**config.mk**
```make
export PLATFORM = sky130hd
export DESIGN_NAME = gregorian_ordinal_date_convert
export DESIGN_NICKNAME = d
export VERILOG_FILES = /design/src/rtl/gocd_pkg.sv /design/src/rtl/gregorian_ordinal_date_convert.sv /design/src/rtl/gocd_d2o.sv /design/src/rtl/gocd_o2d.sv /design/src/rtl/gocd_wday.sv
export VERILOG_INCLUDE_DIRS = /design/src /design/src/rtl
export SDC_FILE = /design/constraint.sdc
export NUM_CORES = 2
export LEC_CHECK = 0
export BUFFER_PORTS_ARGS = -buffer_cell sky130_fd_sc_hd__buf_2
export CAP_MARGIN = 15
export CELL_PAD_IN_SITES_DETAIL_PLACEMENT = 0
export CELL_PAD_IN_SITES_GLOBAL_PLACEMENT = 1
export CORE_UTILIZATION = 39
export DETAILED_ROUTE_END_ITERATION = 8
export HOLD_SLACK_MARGIN = 0.12
export PLACE_DENSITY_LB_ADDON = 0.1
export SLEW_MARGIN = 40
export SYNTH_ARGS = -nofsm -noshare
export SYNTH_HDL_FRONTEND = slang
export SYNTH_SLANG_ARGS = --single-unit
```
**constraint.sdc**
```tcl
create_clock -name clk -period 14.5 [get_ports clk]
set_input_delay 2.9 -clock clk [delete_from_list [all_inputs] [get_ports clk]]
set_output_delay 2.9 -clock clk [all_outputs]
set_load 0.05 [all_outputs]
```
**src/rtl/gregorian_ordinal_date_convert_assert.svh**
```systemverilog
// ----------------------------------------------------------------------------
// Assertion macros for the Gregorian ordinal date converter
// Concurrent checks on clk, disabled while rst is high; empty in synthesis.
// ----------------------------------------------------------------------------
`ifndef GREGORIAN_ORDINAL_DATE_CONVERT_ASSERT_SVH
`define GREGORIAN_ORDINAL_DATE_CONVERT_ASSERT_SVH
`ifndef SYNTHESIS
`define GOCD_ASSERT_IMPLIES(label, ante, cons) \
  label: assert property (@(posedge clk) disable iff (rst) (ante) |-> (cons)) \
    else $error("gocd: same-cycle check failed");
`define GOCD_ASSERT_NEXT(label, ante, cons) \
  label: assert property (@(posedge clk) disable iff (rst) (ante) |=> (cons)) \
    else $error("gocd: next-cycle check failed");
`else
`define GOCD_ASSERT_IMPLIES(label, ante, cons)
`define GOCD_ASSERT_NEXT(label, ante, cons)
`endif
`endif

```
**src/rtl/gocd_pkg.sv**
```systemverilog
// ----------------------------------------------------------------------------
// Gregorian ordinal date converter package
// Calendar constants, reciprocal factors, status codes and lane result type.
// ----------------------------------------------------------------------------
package gocd_pkg;

  localparam int LANE_DEPTH = 10;
  localparam int OUT_DEPTH  = 3;
  localparam int PIPE_DEPTH = LANE_DEPTH + OUT_DEPTH;

  localparam logic [21:0] MAX_ORD   = 22'd3652059;
  localparam logic [17:0] DAYS_400Y = 18'd146097;
  localparam logic [15:0] DAYS_100Y = 16'd36524;
  localparam logic [10:0] DAYS_4Y   = 11'd1461;
  localparam logic [8:0]  DAYS_1Y   = 9'd365;

  // Reciprocal factors floor(2^k / d); k is 22, 18, 16, 11, 14, 14 and 22.
  localparam logic [4:0]  RCP_400Y = 5'd28;
  localparam logic [2:0]  RCP_100Y = 3'd7;
  localparam logic [5:0]  RCP_4Y   = 6'd44;
  localparam logic [2:0]  RCP_1Y   = 3'd5;
  localparam logic [7:0]  RCP_C100 = 8'd163;
  localparam logic [5:0]  RCP_C400 = 6'd40;
  localparam logic [19:0] RCP_WEEK = 20'd599186;

  typedef enum logic [1:0] {
    ST_OK       = 2'd0,
    ST_BAD_DATE = 2'd1,
    ST_BAD_ORD  = 2'd2
  } status_t;

  typedef struct packed {
    logic        err;
    logic [21:0] ordinal;
    logic [13:0] year;
    logic [3:0]  month;
    logic [4:0]  day;
  } date_res_t;

  function automatic logic [8:0] month_start(input logic [3:0] m);
    logic [8:0] r;
    case (m)
      4'd1:    r = 9'd0;
      4'd2:    r = 9'd31;
      4'd3:    r = 9'd59;
      4'd4:    r = 9'd90;
      4'd5:    r = 9'd120;
      4'd6:    r = 9'd151;
      4'd7:    r = 9'd181;
      4'd8:    r = 9'd212;
      4'd9:    r = 9'd243;
      4'd10:   r = 9'd273;
      4'd11:   r = 9'd304;
      4'd12:   r = 9'd334;
      default: r = 9'd0;
    endcase
    return r;
  endfunction

  function automatic logic [4:0] month_len(input logic [3:0] m);
    logic [4:0] r;
    case (m)
      4'd1, 4'd3, 4'd5, 4'd7, 4'd8, 4'd10, 4'd12: r = 5'd31;
      4'd4, 4'd6, 4'd9, 4'd11:                     r = 5'd30;
      4'd2:                                        r = 5'd28;
      default:                                     r = 5'd0;
    endcase
    return r;
  endfunction

endpackage

```
**src/rtl/gregorian_ordinal_date_convert.sv**
```systemverilog
// ----------------------------------------------------------------------------
// Gregorian ordinal date converter
// Throughput: one request per cycle while the result side does not stall; the 10-stage ordinal split sets depth.
// Bubbles collapse: a stage loads whenever it is empty or its successor moves.
// Reset clears all stage valid bits; data registers are not reset.
// ----------------------------------------------------------------------------
`include "gregorian_ordinal_date_convert_assert.svh"

module gregorian_ordinal_date_convert (
  input  logic        clk,
  input  logic        rst,
  input  logic        s_tvalid,
  output logic        s_tready,
  input  logic [47:0] s_tdata,   // in_year[13:0], in_month[17:14], in_day[22:18],
                                 // in_ordinal[44:23], zero fill[47:45]
  input  logic [0:0]  s_tuser,   // mode[0]
  output logic        m_tvalid,
  input  logic        m_tready,
  output logic [47:0] m_tdata,   // out_ordinal[21:0], out_year[35:22], out_month[39:36],
                                 // out_day[44:40], out_weekday[47:45]
  output logic [1:0]  m_tuser    // status[1:0]
);

  localparam int LD = gocd_pkg::LANE_DEPTH;
  localparam int PD = gocd_pkg::PIPE_DEPTH;

  logic [PD-1:0]       v, en;
  logic [LD-1:0]       mode_pipe;
  gocd_pkg::date_res_t d2o_res, o2d_res;
  logic [21:0]         ordinal;
  logic [13:0]         year;
  logic [3:0]          month;
  logic [4:0]          day;
  logic [2:0]          weekday;
  gocd_pkg::status_t   status;

  always_comb begin
    en[PD-1] = !v[PD-1] || m_tready;
    for (int i = PD - 2; i >= 0; i--) begin
      en[i] = !v[i] || en[i+1];
    end
  end

  always_ff @(posedge clk) begin
    if (rst) begin
      v <= '0;
    end else begin
      if (en[0]) begin
        v[0] <= s_tvalid;
      end
      for (int i = 1; i < PD; i++) begin
        if (en[i]) begin
          v[i] <= v[i-1];
        end
      end
    end
  end

  always_ff @(posedge clk) begin
    if (en[0]) begin
      mode_pipe[0] <= s_tuser[0];
    end
    for (int i = 1; i < LD; i++) begin
      if (en[i]) begin
        mode_pipe[i] <= mode_pipe[i-1];
      end
    end
  end

  gocd_d2o u_d2o (
    .clk   (clk),
    .en    (en[LD-1:0]),
    .year  (s_tdata[13:0]),
    .month (s_tdata[17:14]),
    .day   (s_tdata[22:18]),
    .res   (d2o_res)
  );

  gocd_o2d u_o2d (
    .clk     (clk),
    .en      (en[LD-1:0]),
    .ordinal (s_tdata[44:23]),
    .res     (o2d_res)
  );

  gocd_wday u_wday (
    .clk     (clk),
    .en      (en[PD-1:LD]),
    .mode    (mode_pipe[LD-1]),
    .d2o     (d2o_res),
    .o2d     (o2d_res),
    .ordinal (ordinal),
    .year    (year),
    .month   (month),
    .day     (day),
    .weekday (weekday),
    .status  (status)
  );

  assign s_tready = en[0];
  assign m_tvalid = v[PD-1];
  assign m_tdata  = {weekday, day, month, year, ordinal};
  assign m_tuser  = status;

  `GOCD_ASSERT_IMPLIES(a_ok_fields, m_tvalid && (status == gocd_pkg::ST_OK), (month != 4'd0) && (month <= 4'd12) && (day != 5'd0) && (weekday <= 3'd6) && (year != 14'd0))
  `GOCD_ASSERT_IMPLIES(a_err_zero, m_tvalid && (status != gocd_pkg::ST_OK), m_tdata == 48'd0)
  `GOCD_ASSERT_IMPLIES(a_ord_bound, m_tvalid, ordinal <= gocd_pkg::MAX_ORD)
  `GOCD_ASSERT_NEXT(a_accept_fills, s_tvalid && s_tready, v[0])

endmodule

```
**src/rtl/gocd_d2o.sv**
```systemverilog
// ----------------------------------------------------------------------------
// Date to ordinal lane
// Checks a year, month and day and sums the days before it, then delays the
// result to the common lane depth.
// ----------------------------------------------------------------------------
module gocd_d2o (
  input  logic                              clk,
  input  logic [gocd_pkg::LANE_DEPTH-1:0]   en,
  input  logic [13:0]                       year,
  input  logic [3:0]                        month,
  input  logic [4:0]                        day,
  output gocd_pkg::date_res_t               res
);

  localparam int DLY = gocd_pkg::LANE_DEPTH - 4;

  logic [13:0] p_c;
  logic [21:0] prod100_c;
  logic [19:0] prod400_c;
  logic        ok_c;

  logic [13:0] y1, p1;
  logic [3:0]  m1;
  logic [4:0]  d1;
  logic        ok1;
  logic [6:0]  q100e1;
  logic [4:0]  q400e1;

  logic [13:0] y2, p2;
  logic [3:0]  m2;
  logic [4:0]  d2;
  logic        ok2;
  logic [6:0]  q100e2;
  logic [4:0]  q400e2;
  logic [7:0]  r100_2;
  logic [9:0]  r400_2;

  logic        c100_c, c400_c, leap_c;
  logic [7:0]  r100_c;
  logic [9:0]  r400_c;
  logic [4:0]  mdays_c;

  logic [13:0] y3;
  logic [3:0]  m3;
  logic [4:0]  d3;
  logic        ok3;
  logic [6:0]  q100_3;
  logic [4:0]  q400_3;
  logic [11:0] q4_3;
  logic [21:0] p365_3;
  logic [9:0]  doy_3;

  logic [21:0]         ord_c;
  gocd_pkg::date_res_t s4;
  gocd_pkg::date_res_t dly [DLY];

  always_comb begin
    p_c       = year - 14'd1;
    prod100_c = 22'(p_c) * 22'(gocd_pkg::RCP_C100);
    prod400_c = 20'(p_c) * 20'(gocd_pkg::RCP_C400);
    ok_c      = (year != 14'd0) && (year <= 14'd9999) && (month != 4'd0) &&
                (month <= 4'd12) && (day != 5'd0);
  end

  always_ff @(posedge clk) begin
    if (en[0]) begin
      y1     <= year;
      m1     <= month;
      d1     <= day;
      p1     <= p_c;
      ok1    <= ok_c;
      q100e1 <= prod100_c[20:14];
      q400e1 <= prod400_c[18:14];
    end
  end

  always_ff @(posedge clk) begin
    if (en[1]) begin
      y2     <= y1;
      m2     <= m1;
      d2     <= d1;
      p2     <= p1;
      ok2    <= ok1;
      q100e2 <= q100e1;
      q400e2 <= q400e1;
      r100_2 <= 8'(p1 - 14'(q100e1) * 14'd100);
      r400_2 <= 10'(p1 - 14'(q400e1) * 14'd400);
    end
  end

  always_comb begin
    c100_c  = r100_2 >= 8'd100;
    c400_c  = r400_2 >= 10'd400;
    r100_c  = c100_c ? r100_2 - 8'd100 : r100_2;
    r400_c  = c400_c ? r400_2 - 10'd400 : r400_2;
    leap_c  = (y2[1:0] == 2'b00) && ((r100_c != 8'd99) || (r400_c == 10'd399));
    mdays_c = (m2 == 4'd2 && leap_c) ? 5'd29 : gocd_pkg::month_len(m2);
  end

  always_ff @(posedge clk) begin
    if (en[2]) begin
      y3     <= y2;
      m3     <= m2;
      d3     <= d2;
      ok3    <= ok2 && (d2 <= mdays_c);
      q100_3 <= q100e2 + 7'(c100_c);
      q400_3 <= q400e2 + 5'(c400_c);
      q4_3   <= p2[13:2];
      p365_3 <= 22'(p2) * 22'd365;
      doy_3  <= 10'(gocd_pkg::month_start(m2)) + 10'(m2 > 4'd2 && leap_c) + 10'(d2);
    end
  end

  always_comb begin
    ord_c = p365_3 + 22'(q4_3) - 22'(q100_3) + 22'(q400_3) + 22'(doy_3);
  end

  always_ff @(posedge clk) begin
    if (en[3]) begin
      s4.err     <= !ok3;
      s4.ordinal <= ok3 ? ord_c : 22'd0;
      s4.year    <= ok3 ? y3 : 14'd0;
      s4.month   <= ok3 ? m3 : 4'd0;
      s4.day     <= ok3 ? d3 : 5'd0;
    end
  end

  for (genvar k = 0; k < DLY; k++) begin : g_dly
    if (k == 0) begin : g_first
      always_ff @(posedge clk) begin
        if (en[4]) begin
          dly[0] <= s4;
        end
      end
    end else begin : g_rest
      always_ff @(posedge clk) begin
        if (en[k+4]) begin
          dly[k] <= dly[k-1];
        end
      end
    end
  end

  assign res = dly[DLY-1];

endmodule

```
**src/rtl/gocd_o2d.sv**
```systemverilog
// ----------------------------------------------------------------------------
// Ordinal to date lane
// Splits the ordinal by the 400-, 100-, 4- and 1-year cycles with reciprocal
// estimates and one correction each, then finds month and day.
// ----------------------------------------------------------------------------
module gocd_o2d (
  input  logic                              clk,
  input  logic [gocd_pkg::LANE_DEPTH-1:0]   en,
  input  logic [21:0]                       ordinal,
  output gocd_pkg::date_res_t               res
);

  logic        bad_c;
  logic [21:0] n_c;
  logic [26:0] prod1_c;

  logic [21:0] o1, o2, o3, o4, o5, o6, o7, o8, o9;
  logic        bad1, bad2, bad3, bad4, bad5, bad6, bad7, bad8, bad9;

  logic [21:0] n1;
  logic [4:0]  q400e1, q400e2;
  logic [18:0] r2;

  logic        c3_c;
  logic [17:0] r3_c;
  logic [20:0] prod3_c;
  logic [4:0]  q400_3, q400_4, q400_5, q400_6, q400_7, q400_8;
  logic [17:0] r3;
  logic [2:0]  q100e3, q100e4;
  logic [16:0] r4;

  logic        c5_c;
  logic [15:0] r5_c;
  logic [20:0] prod5_c;
  logic [2:0]  q100_5, q100_6, q100_7, q100_8;
  logic [15:0] r5;
  logic [4:0]  q4e5, q4e6;
  logic [11:0] r6;

  logic        c7_c;
  logic [10:0] r7_c;
  logic [12:0] prod7_c;
  logic [4:0]  q4_7, q4_8;
  logic [10:0] r7;
  logic [1:0]  q1e7, q1e8;
  logic [9:0]  r8;

  logic        c9_c;
  logic [2:0]  q1_c;
  logic [8:0]  r9_c;
  logic [13:0] year_c;
  logic [13:0] year9;
  logic        dec9, lp9;
  logic [3:0]  m9;
  logic [8:0]  r9;

  logic [3:0]  mp_c, mf_c;
  logic [8:0]  bcur_c, bprev_c, bf_c;
  logic        back_c;

  always_comb begin
    bad_c   = (ordinal == 22'd0) || (ordinal > gocd_pkg::MAX_ORD);
    n_c     = ordinal - 22'd1;
    prod1_c = 27'(n_c) * 27'(gocd_pkg::RCP_400Y);
  end

  always_ff @(posedge clk) begin
    if (en[0]) begin
      o1     <= ordinal;
      bad1   <= bad_c;
      n1     <= n_c;
      q400e1 <= prod1_c[26:22];
    end
  end

  always_ff @(posedge clk) begin
    if (en[1]) begin
      o2     <= o1;
      bad2   <= bad1;
      q400e2 <= q400e1;
      r2     <= 19'(n1 - 22'(q400e1) * 22'(gocd_pkg::DAYS_400Y));
    end
  end

  always_comb begin
    c3_c    = r2 >= 19'(gocd_pkg::DAYS_400Y);
    r3_c    = 18'(c3_c ? r2 - 19'(gocd_pkg::DAYS_400Y) : r2);
    prod3_c = 21'(r3_c) * 21'(gocd_pkg::RCP_100Y);
  end

  always_ff @(posedge clk) begin
    if (en[2]) begin
      o3     <= o2;
      bad3   <= bad2;
      q400_3 <= q400e2 + 5'(c3_c);
      r3     <= r3_c;
      q100e3 <= prod3_c[20:18];
    end
  end

  always_ff @(posedge clk) begin
    if (en[3]) begin
      o4     <= o3;
      bad4   <= bad3;
      q400_4 <= q400_3;
      q100e4 <= q100e3;
      r4     <= 17'(r3 - 18'(q100e3) * 18'(gocd_pkg::DAYS_100Y));
    end
  end

  always_comb begin
    c5_c    = r4 >= 17'(gocd_pkg::DAYS_100Y);
    r5_c    = 16'(c5_c ? r4 - 17'(gocd_pkg::DAYS_100Y) : r4);
    prod5_c = 21'(r5_c) * 21'(gocd_pkg::RCP_4Y);
  end

  always_ff @(posedge clk) begin
    if (en[4]) begin
      o5     <= o4;
      bad5   <= bad4;
      q400_5 <= q400_4;
      q100_5 <= q100e4 + 3'(c5_c);
      r5     <= r5_c;
      q4e5   <= prod5_c[20:16];
    end
  end

  always_ff @(posedge clk) begin
    if (en[5]) begin
      o6     <= o5;
      bad6   <= bad5;
      q400_6 <= q400_5;
      q100_6 <= q100_5;
      q4e6   <= q4e5;
      r6     <= 12'(r5 - 16'(q4e5) * 16'(gocd_pkg::DAYS_4Y));
    end
  end

  always_comb begin
    c7_c    = r6 >= 12'(gocd_pkg::DAYS_4Y);
    r7_c    = 11'(c7_c ? r6 - 12'(gocd_pkg::DAYS_4Y) : r6);
    prod7_c = 13'(r7_c) * 13'(gocd_pkg::RCP_1Y);
  end

  always_ff @(posedge clk) begin
    if (en[6]) begin
      o7     <= o6;
      bad7   <= bad6;
      q400_7 <= q400_6;
      q100_7 <= q100_6;
      q4_7   <= q4e6 + 5'(c7_c);
      r7     <= r7_c;
      q1e7   <= prod7_c[12:11];
    end
  end

  always_ff @(posedge clk) begin
    if (en[7]) begin
      o8     <= o7;
      bad8   <= bad7;
      q400_8 <= q400_7;
      q100_8 <= q100_7;
      q4_8   <= q4_7;
      q1e8   <= q1e7;
      r8     <= 10'(r7 - 11'(q1e7) * 11'(gocd_pkg::DAYS_1Y));
    end
  end

  always_comb begin
    c9_c   = r8 >= 10'(gocd_pkg::DAYS_1Y);
    q1_c   = 3'(q1e8) + 3'(c9_c);
    r9_c   = 9'(c9_c ? r8 - 10'(gocd_pkg::DAYS_1Y) : r8);
    year_c = 14'(q400_8) * 14'd400 + 14'(q100_8) * 14'd100 + 14'(q4_8) * 14'd4 +
             14'(q1_c) + 14'd1;
  end

  always_ff @(posedge clk) begin
    if (en[8]) begin
      o9    <= o8;
      bad9  <= bad8;
      year9 <= year_c;
      dec9  <= (q1_c == 3'd4) || (q100_8 == 3'd4);
      lp9   <= (q1_c == 3'd3) && ((q4_8 != 5'd24) || (q100_8 == 3'd3));
      r9    <= r9_c;
      m9    <= 4'((10'(r9_c) + 10'd50) >> 5);
    end
  end

  always_comb begin
    mp_c    = m9 - 4'd1;
    bcur_c  = gocd_pkg::month_start(m9) + 9'(m9 > 4'd2 && lp9);
    bprev_c = gocd_pkg::month_start(mp_c) + 9'(mp_c > 4'd2 && lp9);
    back_c  = (bcur_c > r9) && (m9 > 4'd1);
    mf_c    = back_c ? mp_c : m9;
    bf_c    = back_c ? bprev_c : bcur_c;
  end

  always_ff @(posedge clk) begin
    if (en[9]) begin
      res.err <= bad9;
      if (bad9) begin
        res.ordinal <= 22'd0;
        res.year    <= 14'd0;
        res.month   <= 4'd0;
        res.day     <= 5'd0;
      end else if (dec9) begin
        res.ordinal <= o9;
        res.year    <= year9 - 14'd1;
        res.month   <= 4'd12;
        res.day     <= 5'd31;
      end else begin
        res.ordinal <= o9;
        res.year    <= year9;
        res.month   <= mf_c;
        res.day     <= 5'(r9 - bf_c + 9'd1);
      end
    end
  end

endmodule

```
**src/rtl/gocd_wday.sv**
```systemverilog
// ----------------------------------------------------------------------------
// Result merge and weekday stages
// Selects the lane of the request's mode, sets the status and computes
// (ordinal + 6) mod 7 by reciprocal multiply and one correction.
// ----------------------------------------------------------------------------
module gocd_wday (
  input  logic                             clk,
  input  logic [gocd_pkg::OUT_DEPTH-1:0]   en,
  input  logic                             mode,
  input  gocd_pkg::date_res_t              d2o,
  input  gocd_pkg::date_res_t              o2d,
  output logic [21:0]                      ordinal,
  output logic [13:0]                      year,
  output logic [3:0]                       month,
  output logic [4:0]                       day,
  output logic [2:0]                       weekday,
  output gocd_pkg::status_t                status
);

  gocd_pkg::date_res_t sel_c, r1, r2;
  gocd_pkg::status_t   st_c, st1, st2;
  logic [21:0]         x1, x2;
  logic [41:0]         prod_c;
  logic [19:0]         qe2;
  logic [3:0]          rr_c;
  logic [2:0]          wd_c;

  always_comb begin
    sel_c = mode ? o2d : d2o;
    if (sel_c.err) begin
      st_c = mode ? gocd_pkg::ST_BAD_ORD : gocd_pkg::ST_BAD_DATE;
    end else begin
      st_c = gocd_pkg::ST_OK;
    end
  end

  always_ff @(posedge clk) begin
    if (en[0]) begin
      r1  <= sel_c;
      st1 <= st_c;
      x1  <= sel_c.ordinal + 22'd6;
    end
  end

  assign prod_c = 42'(x1) * 42'(gocd_pkg::RCP_WEEK);

  always_ff @(posedge clk) begin
    if (en[1]) begin
      r2  <= r1;
      st2 <= st1;
      x2  <= x1;
      qe2 <= prod_c[41:22];
    end
  end

  always_comb begin
    rr_c = 4'(x2 - 22'(qe2) * 22'd7);
    wd_c = 3'((rr_c >= 4'd7) ? rr_c - 4'd7 : rr_c);
  end

  always_ff @(posedge clk) begin
    if (en[2]) begin
      ordinal <= r2.ordinal;
      year    <= r2.year;
      month   <= r2.month;
      day     <= r2.day;
      weekday <= (st2 == gocd_pkg::ST_OK) ? wd_c : 3'd0;
      status  <= st2;
    end
  end

endmodule

```
==> impl_results.md <==
- Main combinational cell family by area after synthesis: adder cells
- Post-route antenna net violation count: 0
- Yosys warning count: 0
- Total track usage: 14.3%
- Mapped cell area: 0.0611 mm^2
- Worst Path Arrival: 6.10 ns
- Post-synth top area cell: edfxtp_1
- PortBufs: 101
- Complex-gate fraction of the synthesized area: 4.92%
- # resized after CTS: 0
- Synthesis-stage register bit count: 1210
- Status: completed
- Die width: 398 um
- Hpwl dp: 82.9 mm
- Syn Nets: 5193
- Hold Crit Class: reg -> reg
- Routed wire length: 110 mm
- Layout Skew: 0.0345 ns
- Pre-CTS WS: 5.29 ns
- Iter 0 DRT Violations: 1327
- Share of Yosys cell area claimed by the top area cell type: 57.8%
- TritonCTS buffer count: 136
- Nets: 5425
- Mapped Cells: 4312
- Max-slew violations: 0
- Kind of critical path: in -> out
- Highest Clock Rate: 0.111 GHz
- Max Fanout on Critical Path: 55
- Die height: 398 um
- Initial antenna violation count: 4
- Clock transition at the registers of the reported paths: 0.06 ns
- Share of cells above drive strength 1: 9.35%
- Initial cell density of the core: 39.5%
- Top FF cell, synth: edfxtp_1
- Synth top area cells: edfxtp_1, ha_1, fa_1
- Crit. End Element: primary output
- Commonest non-fill, non-tap cells in the layout: edfxtp_1, inv_1, ha_1, fa_1, xnor2_1
- WP data required: 11.60 ns
- CTS root buf: clkbuf_16
- # IOs: 105
- CTS tree: yes
- Final Util: 44.6%
- Max-Cap Viols: 0
- GR Overflow Total: 0
- Die area: 0.158 mm^2
- Pin count of the biggest net entering global routing: 76
- Avg WL per Cell: 16.4 um
- Post-synth cell types: 92
- Design area: 0.0690 mm^2
- Tmin final: 9.00 ns
- Multiplexer share of the synthesized area: 1.27%
- Adder-cell share of the synthesized area: 20.0%
- Global-route wire length before repair: 176 mm
- Most common cell after layout, fill and taps aside: edfxtp_1
- Post-route setup slack: 5.50 ns
- Vias in the first global route: 31800
- H-Tree Depth: 4
- Via-to-Cell Ratio: 4.58
- Async SR Flop Fraction: 0%
- Drt pass-1 iters: 4
- Synth Area in Simple Gates: 5.47%
- Clk Latency, worst-skew pair: 0.76 ns
- Synth Area in XOR/XNOR: 4.75%
- DRC: 0
- Slew headroom: 46.6%
- Clock sinks: 1210
- EDFF count, synth: 1176
- Vias: 30700
- Placed Area: 0.0643 mm^2
- Sequential-to-total area share from yosys stat: 58.9%
- Slew of the pin with the lowest slew margin: 0.801 ns
- Core ar.: 0.155 mm^2
- Final hold vios: 0
- CTS max path bufs: 3
- Routability cong.: 0.798
- CP Launch Type: input port
- Setup bufs post-CTS: 0
- Layout Area Growth over Synthesis: 13.0%
- Final period utilization: 62.1%
- Syn_area_per_cell: 14.2 um^2
- CTS Hold Bufs: 0
- FP Rows: 144
- RSZ-0062 raised after global routing: false
- Setup-failing EPs final: 0
- Setup TNS: 0 ns
==> synth_stat cells, types with 10 or more instances <==
cell,instances
edfxtp_1,1176
inv_1,716
ha_1,578
fa_1,250
xnor2_1,222
nor2_1,184
a21oi_1,139
nand2_1,128
xor2_1,106
a21o_1,67
o21ai_0,63
nand3_1,62
nor3_1,61
nor2b_1,50
mux2_2,43
and2_1,37
dfxtp_1,34
o21a_1,30
mux2i_1,29
o21bai_1,26
clkbuf_1,22
a31oi_1,19
nand2b_1,19
nand4_1,19
o211ai_1,19
and3_1,17
or3_1,14
a211oi_1,12
nor4_1,11
or2_2,11
o31ai_1,10
==> path summary, 6_finish.rpt <==
| check | depth (start not counted) | startpoint | to | slack [ns] |
|---|---|---|---|---|
| min reg2reg | 0 | u_d2o.s4[34] | u_d2o.dly[0][34] | 0.39 |
| min | 0 | u_d2o.s4[34] | u_d2o.dly[0][34] | 0.39 |
| max | 12 | m_tready | s_tready | 5.50 |
| max reg2reg | 22 | u_o2d.r4[2] | u_o2d.q4e5[4] | 8.96 |
==> per-layer routing <==
layer / track usage [%] / part of all wire (%) / vias up
li1: - / - / 15500
met1: 19.7 / 49 / 14700
met2: 23.2 / 46 / 310
met3: 2.58 / 2.8 / 158
met4: 3.90 / 2.0 / 0
met5: 0 / 0 / -
==> worst max-delay path, stage by stage <==
cell and delay, ns:
buf_2 0.10, nor2b_2 0.16, and2_1 0.18, inv_2 0.03
buf_4 0.33, nor2_2 0.19, buf_4 0.26, nand2_4 0.38
nor2_2 0.63, nand4_1 0.22, buf_4 0.32, buf_2 0.30
==> flip-flops by register name, indices dropped and copies added (netlist names), 22 cells and up, named ones only <==
signal,count
u_d2o.dly,276
u_d2o.s4,46
u_o2d.res,46
u_wday.r2,45
u_wday.r1,44
u_d2o.p365_3,22
u_o2d.o1,22
u_o2d.o2,22
u_o2d.o3,22
u_o2d.o4,22
u_o2d.o5,22
u_o2d.o6,22
u_o2d.o7,22
u_o2d.o8,22
u_o2d.o9,22
u_wday.ordinal,22
u_wday.x1,22
==> through the flow <==
stage,instances,hold WS (ns)
CTS,6695,0.392
detailed placement,6449,0.405
global placement,6449,0.400
global route,6697,0.399
finish,6697,0.391
floorplan,4312,0.400
==> cells by family after synthesis <==
logic type | Yosys count
and+or+nand+nor | 663
AOI/OAI and AO/OA | 456
adders and majority gates | 828
xor gates and xnor gates | 330
DFF | 1210
muxes | 72
buffers and inverters | 753
==> cell type report <==
type,count,area (um^2)
Timing Repair Buffer,126,728
Antenna cell,1,2.50
Tap cell,2044,2560
Clock inverter,81,1090
Fill cell,13900,85700
Clock buffer,165,3590
Sequential cell,1210,36000
Inverter,721,2710
Multi-Input combinational cell,2349,22400
Power is not shown: default switching activity piles up to over one toggle a cycle in this logic, so the estimate is an artifact.
